## config.mk

```make
export PLATFORM = sky130hd
export DESIGN_NAME = websocket_frame_deframer
export DESIGN_NICKNAME = d
export VERILOG_FILES = /design/src/hw/rtl/wsd_pkg.sv /design/src/hw/rtl/wsd_front.sv /design/src/hw/rtl/wsd_queue.sv /design/src/hw/rtl/wsd_back.sv /design/src/hw/rtl/websocket_frame_deframer.sv
export VERILOG_INCLUDE_DIRS = /design/src /design/src/hw/rtl
export SDC_FILE = /design/constraint.sdc
export NUM_CORES = 1
export LEC_CHECK = 0
export BUFFER_PORTS_ARGS = -buffer_cell sky130_fd_sc_hd__clkbuf_2
export CORE_MARGIN = 8
export CORE_UTILIZATION = 48
export CTS_BUF_LIST = sky130_fd_sc_hd__clkbuf_16
export DETAILED_ROUTE_END_ITERATION = 10
export SYNTH_ARGS = -nofsm -noshare
export SYNTH_HDL_FRONTEND = slang
export SYNTH_SLANG_ARGS = --single-unit
```

## constraint.sdc

```tcl
create_clock -name clk -period 18.8 [get_ports clk]
set_input_delay 1.88 -clock clk [delete_from_list [all_inputs] [get_ports clk]]
set_output_delay 1.88 -clock clk [all_outputs]
set_load 0.05 [all_outputs]
```

## src/hw/rtl/websocket_frame_deframer_macros.svh

```systemverilog
// ----------------------------------------------------------------------------
// WebSocket deframer assertion macros
// Concurrent checks on clk with a synchronous active-low reset; they expand
// to nothing when SYNTHESIS is defined.
// ----------------------------------------------------------------------------
`ifndef WEBSOCKET_FRAME_DEFRAMER_MACROS_SVH
`define WEBSOCKET_FRAME_DEFRAMER_MACROS_SVH

`ifndef SYNTHESIS

// same-cycle implication
`define WSD_ASSERT_IMP(label, ante, cons) \
  label: assert property (@(posedge clk) disable iff (!rst_n) (ante) |-> (cons)) \
    else $error("wsd: same-cycle check failed");

// next-cycle implication
`define WSD_ASSERT_NEXT(label, ante, cons) \
  label: assert property (@(posedge clk) disable iff (!rst_n) (ante) |=> (cons)) \
    else $error("wsd: next-cycle check failed");

`else

`define WSD_ASSERT_IMP(label, ante, cons)
`define WSD_ASSERT_NEXT(label, ante, cons)

`endif

`endif

```

## src/hw/rtl/wsd_pkg.sv

```systemverilog
`timescale 1ns / 1ps
// ----------------------------------------------------------------------------
// wsd_pkg
// Shared types and constants of the WebSocket frame deframer.
// ----------------------------------------------------------------------------
package wsd_pkg;

  localparam int LENGTH_BITS_DEF = 64;
  localparam int QUEUE_DEPTH_DEF = 4;
  localparam int LEN_OUT_W       = 64;

  localparam logic [3:0]  CLOSE_OPCODE = 4'h8;
  localparam logic [3:0]  OPCODE_MASK  = 4'hF;
  localparam logic [6:0]  LEN7_EXT16   = 7'd126;
  localparam logic [6:0]  LEN7_EXT64   = 7'd127;
  localparam logic [15:0] NO_STATUS    = 16'd1005;
  localparam logic [3:0]  EXT16_BYTES  = 4'd2;
  localparam logic [3:0]  EXT64_BYTES  = 4'd8;
  localparam logic [3:0]  KEY_BYTES    = 4'd4;

  typedef enum logic [1:0] {
    KIND_PAYLOAD = 2'd0,
    KIND_END     = 2'd1,
    KIND_CLOSE   = 2'd2,
    KIND_DROP    = 2'd3
  } kind_t;

  // All results caused by one input byte; they share opcode and length.
  typedef struct packed {
    logic                 two_res;
    kind_t                kind_a;
    kind_t                kind_b;
    logic [7:0]           data;
    logic [15:0]          status;
    logic [3:0]           opcode;
    logic [LEN_OUT_W-1:0] length;
  } run_t;

  typedef struct packed {
    logic push;
    run_t run;
  } run_req_t;

endpackage

```

## src/hw/rtl/wsd_front.sv

```systemverilog
`timescale 1ns / 1ps
// ----------------------------------------------------------------------------
// wsd_front
// Header parser and unmasker: takes one byte per cycle while the queue is not
// full and builds the run of results that byte causes.
// ----------------------------------------------------------------------------
module wsd_front #(
  parameter int LENGTH_BITS = wsd_pkg::LENGTH_BITS_DEF
) (
  input  logic              clk,
  input  logic              rst_n,
  input  logic              in_valid,
  output logic              in_stall,
  input  logic [7:0]        in_data_byte,
  input  logic              in_buffer_end,
  input  logic              q_full,
  output wsd_pkg::run_req_t req
);
  import wsd_pkg::*;

  typedef enum logic [5:0] {
    ST_IDLE    = 6'b000001,
    ST_LEN     = 6'b000010,
    ST_EXT     = 6'b000100,
    ST_KEY     = 6'b001000,
    ST_PAYLOAD = 6'b010000,
    ST_DONE    = 6'b100000
  } state_t;

  state_t                 state_r, state_nxt;
  logic [3:0]             opcode_r, opcode_nxt;
  logic                   mask_en_r, mask_en_nxt;
  logic [3:0]             hdr_left_r, hdr_left_nxt;
  logic [LENGTH_BITS-1:0] len_r, len_nxt;
  logic [LENGTH_BITS-1:0] rem_r, rem_nxt;
  logic [31:0]            key_r, key_nxt;
  logic [1:0]             mpos_r, mpos_nxt;
  logic [15:0]            cacc_r, cacc_nxt;
  logic [1:0]             cseen_r, cseen_nxt;

  logic       in_acc;
  logic [7:0] key_byte;
  logic [7:0] plain;
  logic       go_len, go_pay;
  logic       emit_pay, emit_fin, emit_drop;
  kind_t      fin_kind;
  logic [15:0] fin_status;

  assign in_stall = q_full;
  assign in_acc   = in_valid && !q_full;

  always_comb begin
    unique case (mpos_r)
      2'd0: key_byte = key_r[31:24];
      2'd1: key_byte = key_r[23:16];
      2'd2: key_byte = key_r[15:8];
      default: key_byte = key_r[7:0];
    endcase
  end

  assign plain = in_data_byte ^ (mask_en_r ? key_byte : 8'h00);

  always_comb begin
    state_nxt    = state_r;
    opcode_nxt   = opcode_r;
    mask_en_nxt  = mask_en_r;
    hdr_left_nxt = hdr_left_r;
    len_nxt      = len_r;
    rem_nxt      = rem_r;
    key_nxt      = key_r;
    mpos_nxt     = mpos_r;
    cacc_nxt     = cacc_r;
    cseen_nxt    = cseen_r;
    go_len       = 1'b0;
    go_pay       = 1'b0;
    emit_pay     = 1'b0;
    emit_fin     = 1'b0;
    emit_drop    = 1'b0;

    if (in_acc) begin
      unique case (state_r)
        ST_IDLE: begin
          opcode_nxt   = in_data_byte[3:0] & OPCODE_MASK;
          mask_en_nxt  = 1'b0;
          hdr_left_nxt = '0;
          len_nxt      = '0;
          rem_nxt      = '0;
          key_nxt      = '0;
          mpos_nxt     = '0;
          cacc_nxt     = '0;
          cseen_nxt    = '0;
          state_nxt    = ST_LEN;
        end
        ST_LEN: begin
          mask_en_nxt = in_data_byte[7];
          if (in_data_byte[6:0] == LEN7_EXT16) begin
            len_nxt      = '0;
            hdr_left_nxt = EXT16_BYTES;
            state_nxt    = ST_EXT;
          end else if (in_data_byte[6:0] == LEN7_EXT64) begin
            len_nxt      = '0;
            hdr_left_nxt = EXT64_BYTES;
            state_nxt    = ST_EXT;
          end else begin
            len_nxt = LENGTH_BITS'(in_data_byte[6:0]);
            go_len  = 1'b1;
          end
        end
        ST_EXT: begin
          // big-endian shift-in, wraps at LENGTH_BITS
          len_nxt = LENGTH_BITS'({len_r, in_data_byte});
          if (hdr_left_r != '0) hdr_left_nxt = hdr_left_r - 4'd1;
          if (hdr_left_nxt == '0) go_len = 1'b1;
        end
        ST_KEY: begin
          key_nxt = {key_r[23:0], in_data_byte};
          if (hdr_left_r != '0) hdr_left_nxt = hdr_left_r - 4'd1;
          if (hdr_left_nxt == '0) go_pay = 1'b1;
        end
        ST_PAYLOAD: begin
          mpos_nxt = mpos_r + 2'd1;
          if (opcode_r == CLOSE_OPCODE) begin
            // only the first two bytes form the close code
            if (cseen_r < 2'd2) begin
              cacc_nxt  = {cacc_r[7:0], plain};
              cseen_nxt = cseen_r + 2'd1;
            end
          end else begin
            emit_pay = 1'b1;
          end
          if (rem_r != '0) rem_nxt = rem_r - LENGTH_BITS'(1);
          if (rem_nxt == '0) begin
            emit_fin  = 1'b1;
            state_nxt = ST_DONE;
          end
        end
        ST_DONE: begin
          state_nxt = ST_DONE;
        end
        default: begin
          state_nxt = ST_DONE;
        end
      endcase

      if (go_len) begin
        if (mask_en_nxt) begin
          key_nxt      = '0;
          hdr_left_nxt = KEY_BYTES;
          state_nxt    = ST_KEY;
        end else begin
          go_pay = 1'b1;
        end
      end

      if (go_pay) begin
        rem_nxt   = len_nxt;
        mpos_nxt  = '0;
        cacc_nxt  = '0;
        cseen_nxt = '0;
        if (len_nxt == '0) begin
          emit_fin  = 1'b1;
          state_nxt = ST_DONE;
        end else begin
          state_nxt = ST_PAYLOAD;
        end
      end

      if (in_buffer_end) begin
        emit_drop = (state_nxt != ST_IDLE) && (state_nxt != ST_DONE);
        state_nxt = ST_IDLE;
      end
    end
  end

  assign fin_kind   = (opcode_nxt == CLOSE_OPCODE) ? KIND_CLOSE : KIND_END;
  assign fin_status = (cseen_nxt >= 2'd2) ? cacc_nxt : NO_STATUS;

  // payload+end, payload+drop; end and drop never meet (end leaves DONE)
  always_comb begin
    req.push        = emit_pay || emit_fin || emit_drop;
    req.run.two_res = emit_pay && (emit_fin || emit_drop);
    if (emit_pay) begin
      req.run.kind_a = KIND_PAYLOAD;
    end else if (emit_fin) begin
      req.run.kind_a = fin_kind;
    end else begin
      req.run.kind_a = KIND_DROP;
    end
    req.run.kind_b = emit_fin ? fin_kind : KIND_DROP;
    req.run.data   = plain;
    req.run.status = fin_status;
    req.run.opcode = opcode_nxt;
    req.run.length = LEN_OUT_W'(len_nxt);
  end

  always_ff @(posedge clk) begin
    if (!rst_n) begin
      state_r    <= ST_IDLE;
      opcode_r   <= '0;
      mask_en_r  <= 1'b0;
      hdr_left_r <= '0;
      len_r      <= '0;
      rem_r      <= '0;
      key_r      <= '0;
      mpos_r     <= '0;
      cacc_r     <= '0;
      cseen_r    <= '0;
    end else begin
      state_r    <= state_nxt;
      opcode_r   <= opcode_nxt;
      mask_en_r  <= mask_en_nxt;
      hdr_left_r <= hdr_left_nxt;
      len_r      <= len_nxt;
      rem_r      <= rem_nxt;
      key_r      <= key_nxt;
      mpos_r     <= mpos_nxt;
      cacc_r     <= cacc_nxt;
      cseen_r    <= cseen_nxt;
    end
  end

endmodule

```

## src/hw/rtl/wsd_queue.sv

```systemverilog
`timescale 1ns / 1ps
// ----------------------------------------------------------------------------
// wsd_queue
// Short FIFO of result runs between the parser and the output serializer.
// ----------------------------------------------------------------------------
module wsd_queue #(
  parameter int DEPTH = wsd_pkg::QUEUE_DEPTH_DEF
) (
  input  logic              clk,
  input  logic              rst_n,
  input  wsd_pkg::run_req_t req,
  input  logic              pop,
  output logic              full,
  output logic              empty,
  output wsd_pkg::run_t     head
);
  import wsd_pkg::*;

  localparam int PTR_W = (DEPTH > 1) ? $clog2(DEPTH) : 1;
  localparam int CNT_W = $clog2(DEPTH + 1);
  localparam logic [PTR_W-1:0] LAST_PTR = PTR_W'(DEPTH - 1);

  run_t             mem_r [DEPTH];
  logic [PTR_W-1:0] wr_ptr_r, wr_ptr_nxt;
  logic [PTR_W-1:0] rd_ptr_r, rd_ptr_nxt;
  logic [CNT_W-1:0] count_r, count_nxt;
  logic             do_push, do_pop;

  assign full    = (count_r == CNT_W'(DEPTH));
  assign empty   = (count_r == '0);
  assign head    = mem_r[rd_ptr_r];
  assign do_push = req.push && !full;
  assign do_pop  = pop && !empty;

  always_comb begin
    wr_ptr_nxt = wr_ptr_r;
    rd_ptr_nxt = rd_ptr_r;
    count_nxt  = count_r;
    if (do_push) wr_ptr_nxt = (wr_ptr_r == LAST_PTR) ? '0 : wr_ptr_r + PTR_W'(1);
    if (do_pop)  rd_ptr_nxt = (rd_ptr_r == LAST_PTR) ? '0 : rd_ptr_r + PTR_W'(1);
    if (do_push && !do_pop) count_nxt = count_r + CNT_W'(1);
    if (do_pop && !do_push) count_nxt = count_r - CNT_W'(1);
  end

  always_ff @(posedge clk) begin
    if (!rst_n) begin
      wr_ptr_r <= '0;
      rd_ptr_r <= '0;
      count_r  <= '0;
    end else begin
      wr_ptr_r <= wr_ptr_nxt;
      rd_ptr_r <= rd_ptr_nxt;
      count_r  <= count_nxt;
    end
  end

  always_ff @(posedge clk) begin
    if (do_push) mem_r[wr_ptr_r] <= req.run;
  end

endmodule

```

## src/hw/rtl/wsd_back.sv

```systemverilog
`timescale 1ns / 1ps
// ----------------------------------------------------------------------------
// wsd_back
// Output serializer: presents the one or two results of the head run, one
// per request, and frees the run after its last result is taken.
// ----------------------------------------------------------------------------
module wsd_back (
  input  logic                          clk,
  input  logic                          rst_n,
  input  logic                          q_empty,
  input  wsd_pkg::run_t                 head,
  output logic                          pop,
  output logic                          out_valid,
  input  logic                          out_stall,
  output logic [1:0]                    out_kind,
  output logic [7:0]                    out_payload_byte,
  output logic [3:0]                    out_frame_opcode,
  output logic [wsd_pkg::LEN_OUT_W-1:0] out_frame_length,
  output logic [15:0]                   out_close_status,
  output logic                          out_last_of_run
);
  import wsd_pkg::*;

  logic  sel_r, sel_nxt;
  logic  fire;
  kind_t kind_cur;

  assign kind_cur         = sel_r ? head.kind_b : head.kind_a;
  assign out_valid        = !q_empty;
  assign out_kind         = kind_cur;
  assign out_payload_byte = (kind_cur == KIND_PAYLOAD) ? head.data : 8'h00;
  assign out_close_status = (kind_cur == KIND_CLOSE) ? head.status : 16'h0000;
  assign out_frame_opcode = head.opcode;
  assign out_frame_length = head.length;
  assign out_last_of_run  = sel_r || !head.two_res;

  assign fire    = out_valid && !out_stall;
  assign pop     = fire && out_last_of_run;
  assign sel_nxt = fire ? !out_last_of_run : sel_r;

  always_ff @(posedge clk) begin
    if (!rst_n) begin
      sel_r <= 1'b0;
    end else begin
      sel_r <= sel_nxt;
    end
  end

endmodule

```

## src/hw/rtl/websocket_frame_deframer.sv

```systemverilog
`timescale 1ns / 1ps
// ----------------------------------------------------------------------------
// websocket_frame_deframer
// Receive-side WebSocket frame parser with payload unmasking.
// ----------------------------------------------------------------------------
// Takes one received byte per cycle (in_buffer_end on the last byte of each
// buffer, which must start with a frame header), parses the header, and
// emits unmasked payload bytes, then a message-end or close-received result
// (close code from the first two payload bytes, 1005 when absent). A buffer
// that ends mid-frame adds a frame-dropped result; bytes after a complete
// frame are ignored up to the buffer end. The parser accepts a byte every
// cycle while the queue is not full (in_stall rises only then) and registers
// its results in a QUEUE_DEPTH-entry queue; the output port sends one result
// per cycle while out_stall is low, so a byte that causes two results (last
// payload byte plus end, or payload byte plus drop) takes two transfers.
// Frame lengths wrap to LENGTH_BITS bits and are reported zero-extended.
// ----------------------------------------------------------------------------
module websocket_frame_deframer #(
  parameter int LENGTH_BITS = wsd_pkg::LENGTH_BITS_DEF,
  parameter int QUEUE_DEPTH = wsd_pkg::QUEUE_DEPTH_DEF
) (
  input  logic                          clk,
  input  logic                          rst_n,
  input  logic                          in_valid,
  output logic                          in_stall,
  input  logic [7:0]                    in_data_byte,
  input  logic                          in_buffer_end,
  output logic                          out_valid,
  input  logic                          out_stall,
  output logic [1:0]                    out_kind,
  output logic [7:0]                    out_payload_byte,
  output logic [3:0]                    out_frame_opcode,
  output logic [wsd_pkg::LEN_OUT_W-1:0] out_frame_length,
  output logic [15:0]                   out_close_status,
  output logic                          out_last_of_run
);
  import wsd_pkg::*;

  run_req_t req;
  run_t     head;
  logic     q_full, q_empty, pop;

  wsd_front #(
    .LENGTH_BITS(LENGTH_BITS)
  ) u_front (
    .clk          (clk),
    .rst_n        (rst_n),
    .in_valid     (in_valid),
    .in_stall     (in_stall),
    .in_data_byte (in_data_byte),
    .in_buffer_end(in_buffer_end),
    .q_full       (q_full),
    .req          (req)
  );

  wsd_queue #(
    .DEPTH(QUEUE_DEPTH)
  ) u_queue (
    .clk  (clk),
    .rst_n(rst_n),
    .req  (req),
    .pop  (pop),
    .full (q_full),
    .empty(q_empty),
    .head (head)
  );

  wsd_back u_back (
    .clk             (clk),
    .rst_n           (rst_n),
    .q_empty         (q_empty),
    .head            (head),
    .pop             (pop),
    .out_valid       (out_valid),
    .out_stall       (out_stall),
    .out_kind        (out_kind),
    .out_payload_byte(out_payload_byte),
    .out_frame_opcode(out_frame_opcode),
    .out_frame_length(out_frame_length),
    .out_close_status(out_close_status),
    .out_last_of_run (out_last_of_run)
  );

`include "websocket_frame_deframer_macros.svh"

  `WSD_ASSERT_IMP(a_byte_only_on_payload, out_valid && (out_kind != KIND_PAYLOAD), out_payload_byte == 8'h00)
  `WSD_ASSERT_IMP(a_status_only_on_close, out_valid && (out_kind != KIND_CLOSE), out_close_status == 16'h0000)
  `WSD_ASSERT_IMP(a_drop_ends_run, out_valid && (out_kind == KIND_DROP), out_last_of_run)
  `WSD_ASSERT_NEXT(a_second_is_end_or_drop, out_valid && !out_stall && !out_last_of_run, out_valid && (out_kind != KIND_PAYLOAD))

endmodule
```

==> impl_metrics.tcl, run 1 <==
set metrics [dict create \
    outcome "completed" \
    tns_ns 0 \
    die_area_sq_um 63100 \
    syn_nets 2134 \
    ys_warn_count 0 \
    p_leak_uw 0.00997 \
    start_util_pct 48.4 \
    reg2reg_depth 11 \
    syn_inst 2107 \
    path_max_fanout 53 \
    timing_hold_violations_final 0 \
    vias 18732 \
    yosysSeqAreaShare_pct 59.4 \
    netlist_area_sq_um 26500 \
    synth_cell_types 80 \
    clk_latency_ns 0.63 \
    cts.clk_slew.worst_paths_ns 0.07 \
    synthTopCellsByCount "edfxtp_1 (388), dfxtp_1 (205), nand2_1 (143)" \
    synth_most_common_cell "edfxtp_1" \
    grt_pass1_vias 17952 \
    crit_top_cell "nand4_2" \
    gp_congestion 0.955 \
    portBuffers 109 \
    relSlewSlack_pct 14.2 \
    cp_cell_sequence "nor4_1 > nand4_2 > nor4_4 > nand2_1 > a31oi_1 > o211ai_1 > nor4_2 > nand4_2 > a21oi_4 > and2_4 > buf_4" \
    diodes 0 \
    crit_path_top_delay_cell "nor4_1" \
    start_kind "flop" \
    cp-end-kind "flop" \
    fin_cells 2905 \
    startpoint "u_front.rem_r[30]" \
    nFillCells 4678 \
    syn_to_final_growth_pct 11.8 \
    root_buffer "clkbuf_16" \
    antenna_left 0 \
    worstHoldPathType "flop to flop" \
    utilization_pct 54.1 \
    fin_nets 2178 \
    first_pass_iters 5 \
    placed_cells 2792 \
    wl_mm 76.8 \
    cts.sinks 593 \
    ctsResizeCount 0 \
    grt_max_degree 103 \
    synth-main-ff-cell "edfxtp_1" \
    final.period_utilization_pct 33.8 \
    worst-endpoint-arrival_ns 6.61 \
    yosys-top-cells-area "edfxtp_1 (44%), dfxtp_1 (15%), mux4_2 (8.2%), a22oi_1 (3.9%), a22o_1 (2.2%)" \
    yosysTopAreaCell "edfxtp_1" \
    tightestPinTransition_ns 1.25 \
    cts_setup_buffers 0 \
    final_area_sq_um 29700 \
    ios 110 \
    cts_buffer_depth 3 \
    ys_ff_latch 593 \
    grt_pass1_wl_mm 116 \
    grtUsageTotal_pct 23.7 \
    drc 0 \
    async_reset_ff_share_pct 0 \
    synth_enable_flop_cells 388 \
    drt_iter0_drc 1899 \
    core_sq_um 54900 \
    cts_tree "built" \
    critical_path_required_ns 19.06 \
    reg2reg_from "u_front.rem_r[30]" \
    syn_avg_cell_area_sq_um 12.6 \
    drv_slew 0 \
    ir_worst_vdd_mv 0.0755 \
    cp_slowest_stage_delay_ns 0.77 \
    p_per_area_nw_per_um2 105 \
    grt-ovfl-total 0 \
    clock.fmax_mhz 157 \
    antenna_found_initial 2 \
    grt_setup_unrepaired "no" \
    rrSetupSlack_ns 12.44 \
    crit_end "u_queue.mem_r[1][20]" \
    fin_worst_skew_ns 0.0287 \
    drv_cap 0 \
    wl_per_cell_microns 26.5 \
    final-setup-viol-count 0 \
    fp.dieW_microns 251 \
    cts_buffers 61 \
    avgViaCountPerCell 6.45 \
    r2r_end "u_queue.mem_r[1][20]" \
    htreeDepth 2 \
    holdBufCountCts 0 \
    fp-row-count 86 \
    period_needed_ns 6.36 \
    synth_top_area_share_pct 43.9 \
    dpl.hpwl_mm 51.6 \
    drive_gt1_share_pct 17.1 \
    die_y_microns 251 \
    crit_type "flop to flop" \
    place_area_sq_um 27600 \
]
-- where the power goes --
part	internal [uW]	switching (uW)	leakage (uW)
combinational	128	331	0.00377
sequential	1400	16.6	0.00514
clock	722	521	0.00106
-- layout make-up --
class | instances | area, sq um | area share [%]
Clock buffer | 63 | 1580 | 5.31
Clock inverter | 50 | 508 | 1.71
Inverter | 29 | 109 | 0.367
Multi-Input combinational cell | 1334 | 10100 | 34.1
Sequential cell | 593 | 15800 | 53.1
Tap cell | 704 | 881 | 2.97
Timing Repair Buffer | 132 | 721 | 2.43
-- worst max-delay path, delay by kind of cell, from the launching register on --
kind / cells / cell delay, ns
AND/OR/NAND/NOR: 7 / 3.83
AO/OA/AOI/OAI: 3 / 1.00
buffers and inverters: 1 / 0.67
flip-flops: 1 / 0.36
-- cells by family (layout without fill, tap and decap cells) --
logic type	after synthesis	after routing	synth area share [%]
adder cells (fa/ha/maj)	14	14	0.688
AND/OR/NAND/NOR	668	668	13.7
AO/OA/AOI/OAI	517	517	14.0
multiplexers	108	108	8.66
XOR/XNOR	27	27	0.891
buffers and inverters	180	274	2.71
flip-flops	593	593	59.4
-- worst min path at each step --
stage	startpoint	slack, ns	cells past startpoint	end
6_report	u_front.cseen_r[0]	0.49	2	u_front.cseen_r[0]
5_1_grt	u_front.cseen_r[0]	0.53	2	u_front.cseen_r[0]
4_1_cts	u_front.cseen_r[0]	0.50	2	u_front.cseen_r[0]
3_5_place_dp	u_front.cseen_r[0]	0.49	2	u_front.cseen_r[0]
3_3_place_gp	u_front.cseen_r[0]	0.47	2	u_front.cseen_r[0]
2_1_floorplan	u_front.cseen_r[0]	0.46	2	u_front.cseen_r[0]
-- flip-flops by register name, indices dropped and copies added, names as in the netlist, 2 cells and up, named ones only --
signal and cells:
u_queue.mem_r 388, u_front.key_r 32, u_queue.wr_ptr_r 2, u_front.hdr_left_r 4, u_queue.count_r 3, u_front.rem_r 64
u_front.opcode_r 4, u_front.state_r 6, u_queue.rd_ptr_r 2, u_front.cacc_r 16, u_front.len_r 64, u_front.mpos_r 2
u_front.cseen_r 2
-- layer usage --
metal,part of all wire [%],global-route usage (%),vias to the layer above
li1,-,-,8337
met1,47,36.1,9532
met2,44,35.0,747
met3,7.1,3.59,116
met4,2.5,6.39,0
met5,0,0,-
-- cells in the final DEF (no fill, tap or decap), drive strengths merged, types with 8 or more instances in the layout --
cell type and instances:
o221ai 10, nor3 55, ha 13, a22oi 139, a21boi 26, or4 16
clkinv 25, o21ai 102, a21oi 49, bufinv 8, mux4 97, nor3b 8
edfxtp 388, o32ai 16, a31oi 13, xnor2 20, and3 32, nand2 143
or3 17, o22ai 19, nand4 27, or2 8, a22o 66, dfxtp 205
nand3 38, a222oi 8, nor2 92, inv 44, nor4 43, buf 24
clkbuf 171, and2 78, o211a 12, mux2i 9, nor2b 81
-- metrics by stage --
stage                     total power, uW  setup WS [ns]  hold slack [ns]
final                                3120          12.44            0.493
after global placement               1900          12.58            0.473
after global routing                 3230          11.97            0.533
after CTS                            3140          12.56            0.496
after detailed placement             1900          12.55            0.487
after floorplan                      1780          12.00            0.457
Power figures use the tool's default switching activity.
==> run 2, diff against run 1 <==
PLACE_DENSITY = 0.67   (was not set)
clock period = 5.37 ns   (was 18.8 ns; I/O delays follow)
==> run 2 against run 1 <==
  * Flip-flop and latch count unchanged
  * Count of clock-buffer cells in the layout down 3
  * Power rose to 3.5 times the previous value
  * Combinational power rose to 3.7 times the previous value
  * Non-clock buffer count up 50
  * Clock skew down 0.0035 ns
  * Utilization up 0.89 points
  * Die area unchanged
  * Wire length down 1.9%
  * Design area up 1.7%
  * Critical path depth up 1
  * Largest power group unchanged
==> impl_metrics.tcl, run 2 (synthesis results as in run 1) <==
set metrics [dict create \
    outcome "completed" \
    htreeDepth 2 \
    grt_max_degree 94 \
    p_leak_uw 0.0102 \
    antenna_found_initial 2 \
    tns_ns 0 \
    wl_per_cell_microns 25.5 \
    rrSetupSlack_ns 0.19 \
    final-setup-viol-count 0 \
    clk_latency_ns 0.62 \
    cts.clk_slew.worst_paths_ns 0.06 \
    drv_slew 0 \
    cts_setup_buffers 0 \
    multi_input_area_sq_um 10100 \
    final.period_utilization_pct 96.5 \
    root_buffer "clkbuf_16" \
    drt_iter0_drc 2292 \
    antenna_left 0 \
    worstHoldPathType "input port to flop" \
    syn_to_final_growth_pct 13.7 \
    layout_common_cells "edfxtp_1 (388), dfxtp_1 (203), nand2_1 (141), a22oi_1 (138), clkbuf_2 (108)" \
    holdBufCountCts 0 \
    cts_buffers 59 \
    first_pass_iters 8 \
    wl_mm 75.4 \
    register_area_sq_um 15800 \
    grt_pass1_wl_mm 114 \
    clock.fmax_mhz 193 \
    drv_cap 0 \
    grt_pass1_vias 17974 \
    fp-row-count 86 \
    cts.sinks 593 \
    fin_nets 2226 \
    utilization_pct 55.0 \
    drive_gt1_share_pct 18.5 \
    cts_buffer_depth 3 \
    holdWs_ns 0.247 \
    final_common_cell "edfxtp_1" \
    start_kind "flop" \
    die_y_microns 251 \
    cts_tree "built" \
    timing_hold_violations_final 0 \
    start_util_pct 48.4 \
    grt_setup_unrepaired "no" \
    core_sq_um 54900 \
    grtUsageTotal_pct 23.2 \
    period_needed_ns 5.18 \
    largest-register "u_queue.mem_r" \
    vias 18842 \
    dpl.hpwl_mm 51.3 \
    portBuffers 109 \
    path_max_fanout 8 \
    gp_congestion 0.959 \
    cp-end-kind "flop" \
    largestRegisters "u_queue.mem_r (388), u_front.len_r (64), u_front.rem_r (64)" \
    grt-ovfl-total 0 \
    crit_type "flop to flop" \
    die_area_sq_um 63100 \
    largest_reg_flops 388 \
    fin_worst_skew_ns 0.0253 \
    drc 0 \
    worst-endpoint-arrival_ns 5.66 \
    fp.dieW_microns 251 \
    ios 110 \
    tightestPinTransition_ns 1.17 \
    critical_path_required_ns 5.85 \
    total_power_uw 10900 \
    ir_worst_vdd_mv 0.282 \
    relSlewSlack_pct 21.6 \
    avgViaCountPerCell 6.38 \
    p_per_area_nw_per_um2 362 \
    nFillCells 4520 \
]
==> run 2: repair_timing <==
action                     in CTS  in global routing
gates resized for setup         0                  1
setup endpoints to repair       0                  1
hold endpoints to repair        0                  0
==> run 2: final timing paths <==
path,startpoint,to,depth (start not counted)
min reg2reg,u_front.cseen_r[0],u_front.cseen_r[0],2
min,out_stall,u_back.sel_r,4
max reg2reg,u_front.rem_r[1],u_queue.mem_r[0][96],12
max,u_front.rem_r[1],u_queue.mem_r[0][96],12
==> run 2: layout make-up <==
cell class,instances,area share [%]
Antenna cell,1,0.00829
Clock buffer,60,4.98
Clock inverter,52,1.75
Inverter,29,0.361
Multi-Input combinational cell,1334,33.6
Sequential cell,593,52.2
Tap cell,704,2.92
Timing Repair Buffer,182,4.17
==> run 2: critical path, cell delays in order (launching register included) <==
cell,delay (ns)
dfxtp_1,0.39
inv_1,0.11
ha_1,0.22
or3b_2,0.51
nor4_2,0.44
or4b_1,0.68
nor3_1,0.41
xnor2_1,0.27
nand4_1,0.17
nor4_1,0.41
nand4_1,0.30
a2111oi_0,0.87
buf_4,0.26
==> run 2: stage by stage <==
step / cell area (sq um) / cells / setup WS, ns
3_3_place_gp: 28100 / 2842 / 0.323
2_1_floorplan: 26500 / 2107 / 0.127
3_5_place_dp: 28100 / 2842 / 0.230
6_report: 30200 / 2955 / 0.190
4_1_cts: 30200 / 2954 / 0.180
5_1_grt: 30200 / 2954 / 0.0716
==> run 2: layer usage <==
metal / global-route usage (%) / vias to the layer above / wire length [microns]
met4: 5.67 / 2 / 1650
met2: 34.2 / 833 / 33000
li1: - / 8436 / -
met3: 4.31 / 122 / 6210
met5: 0 / - / 18
met1: 35.2 / 9449 / 34500
==> run 2: power by group <==
group | switching [uW] | total, uW | leakage [uW] | internal (uW)
Combinational | 1160 | 1680 | 0.00406 | 519
Sequential | 62.3 | 4970 | 0.00514 | 4910
Clock | 1780 | 4260 | 0.00102 | 2480
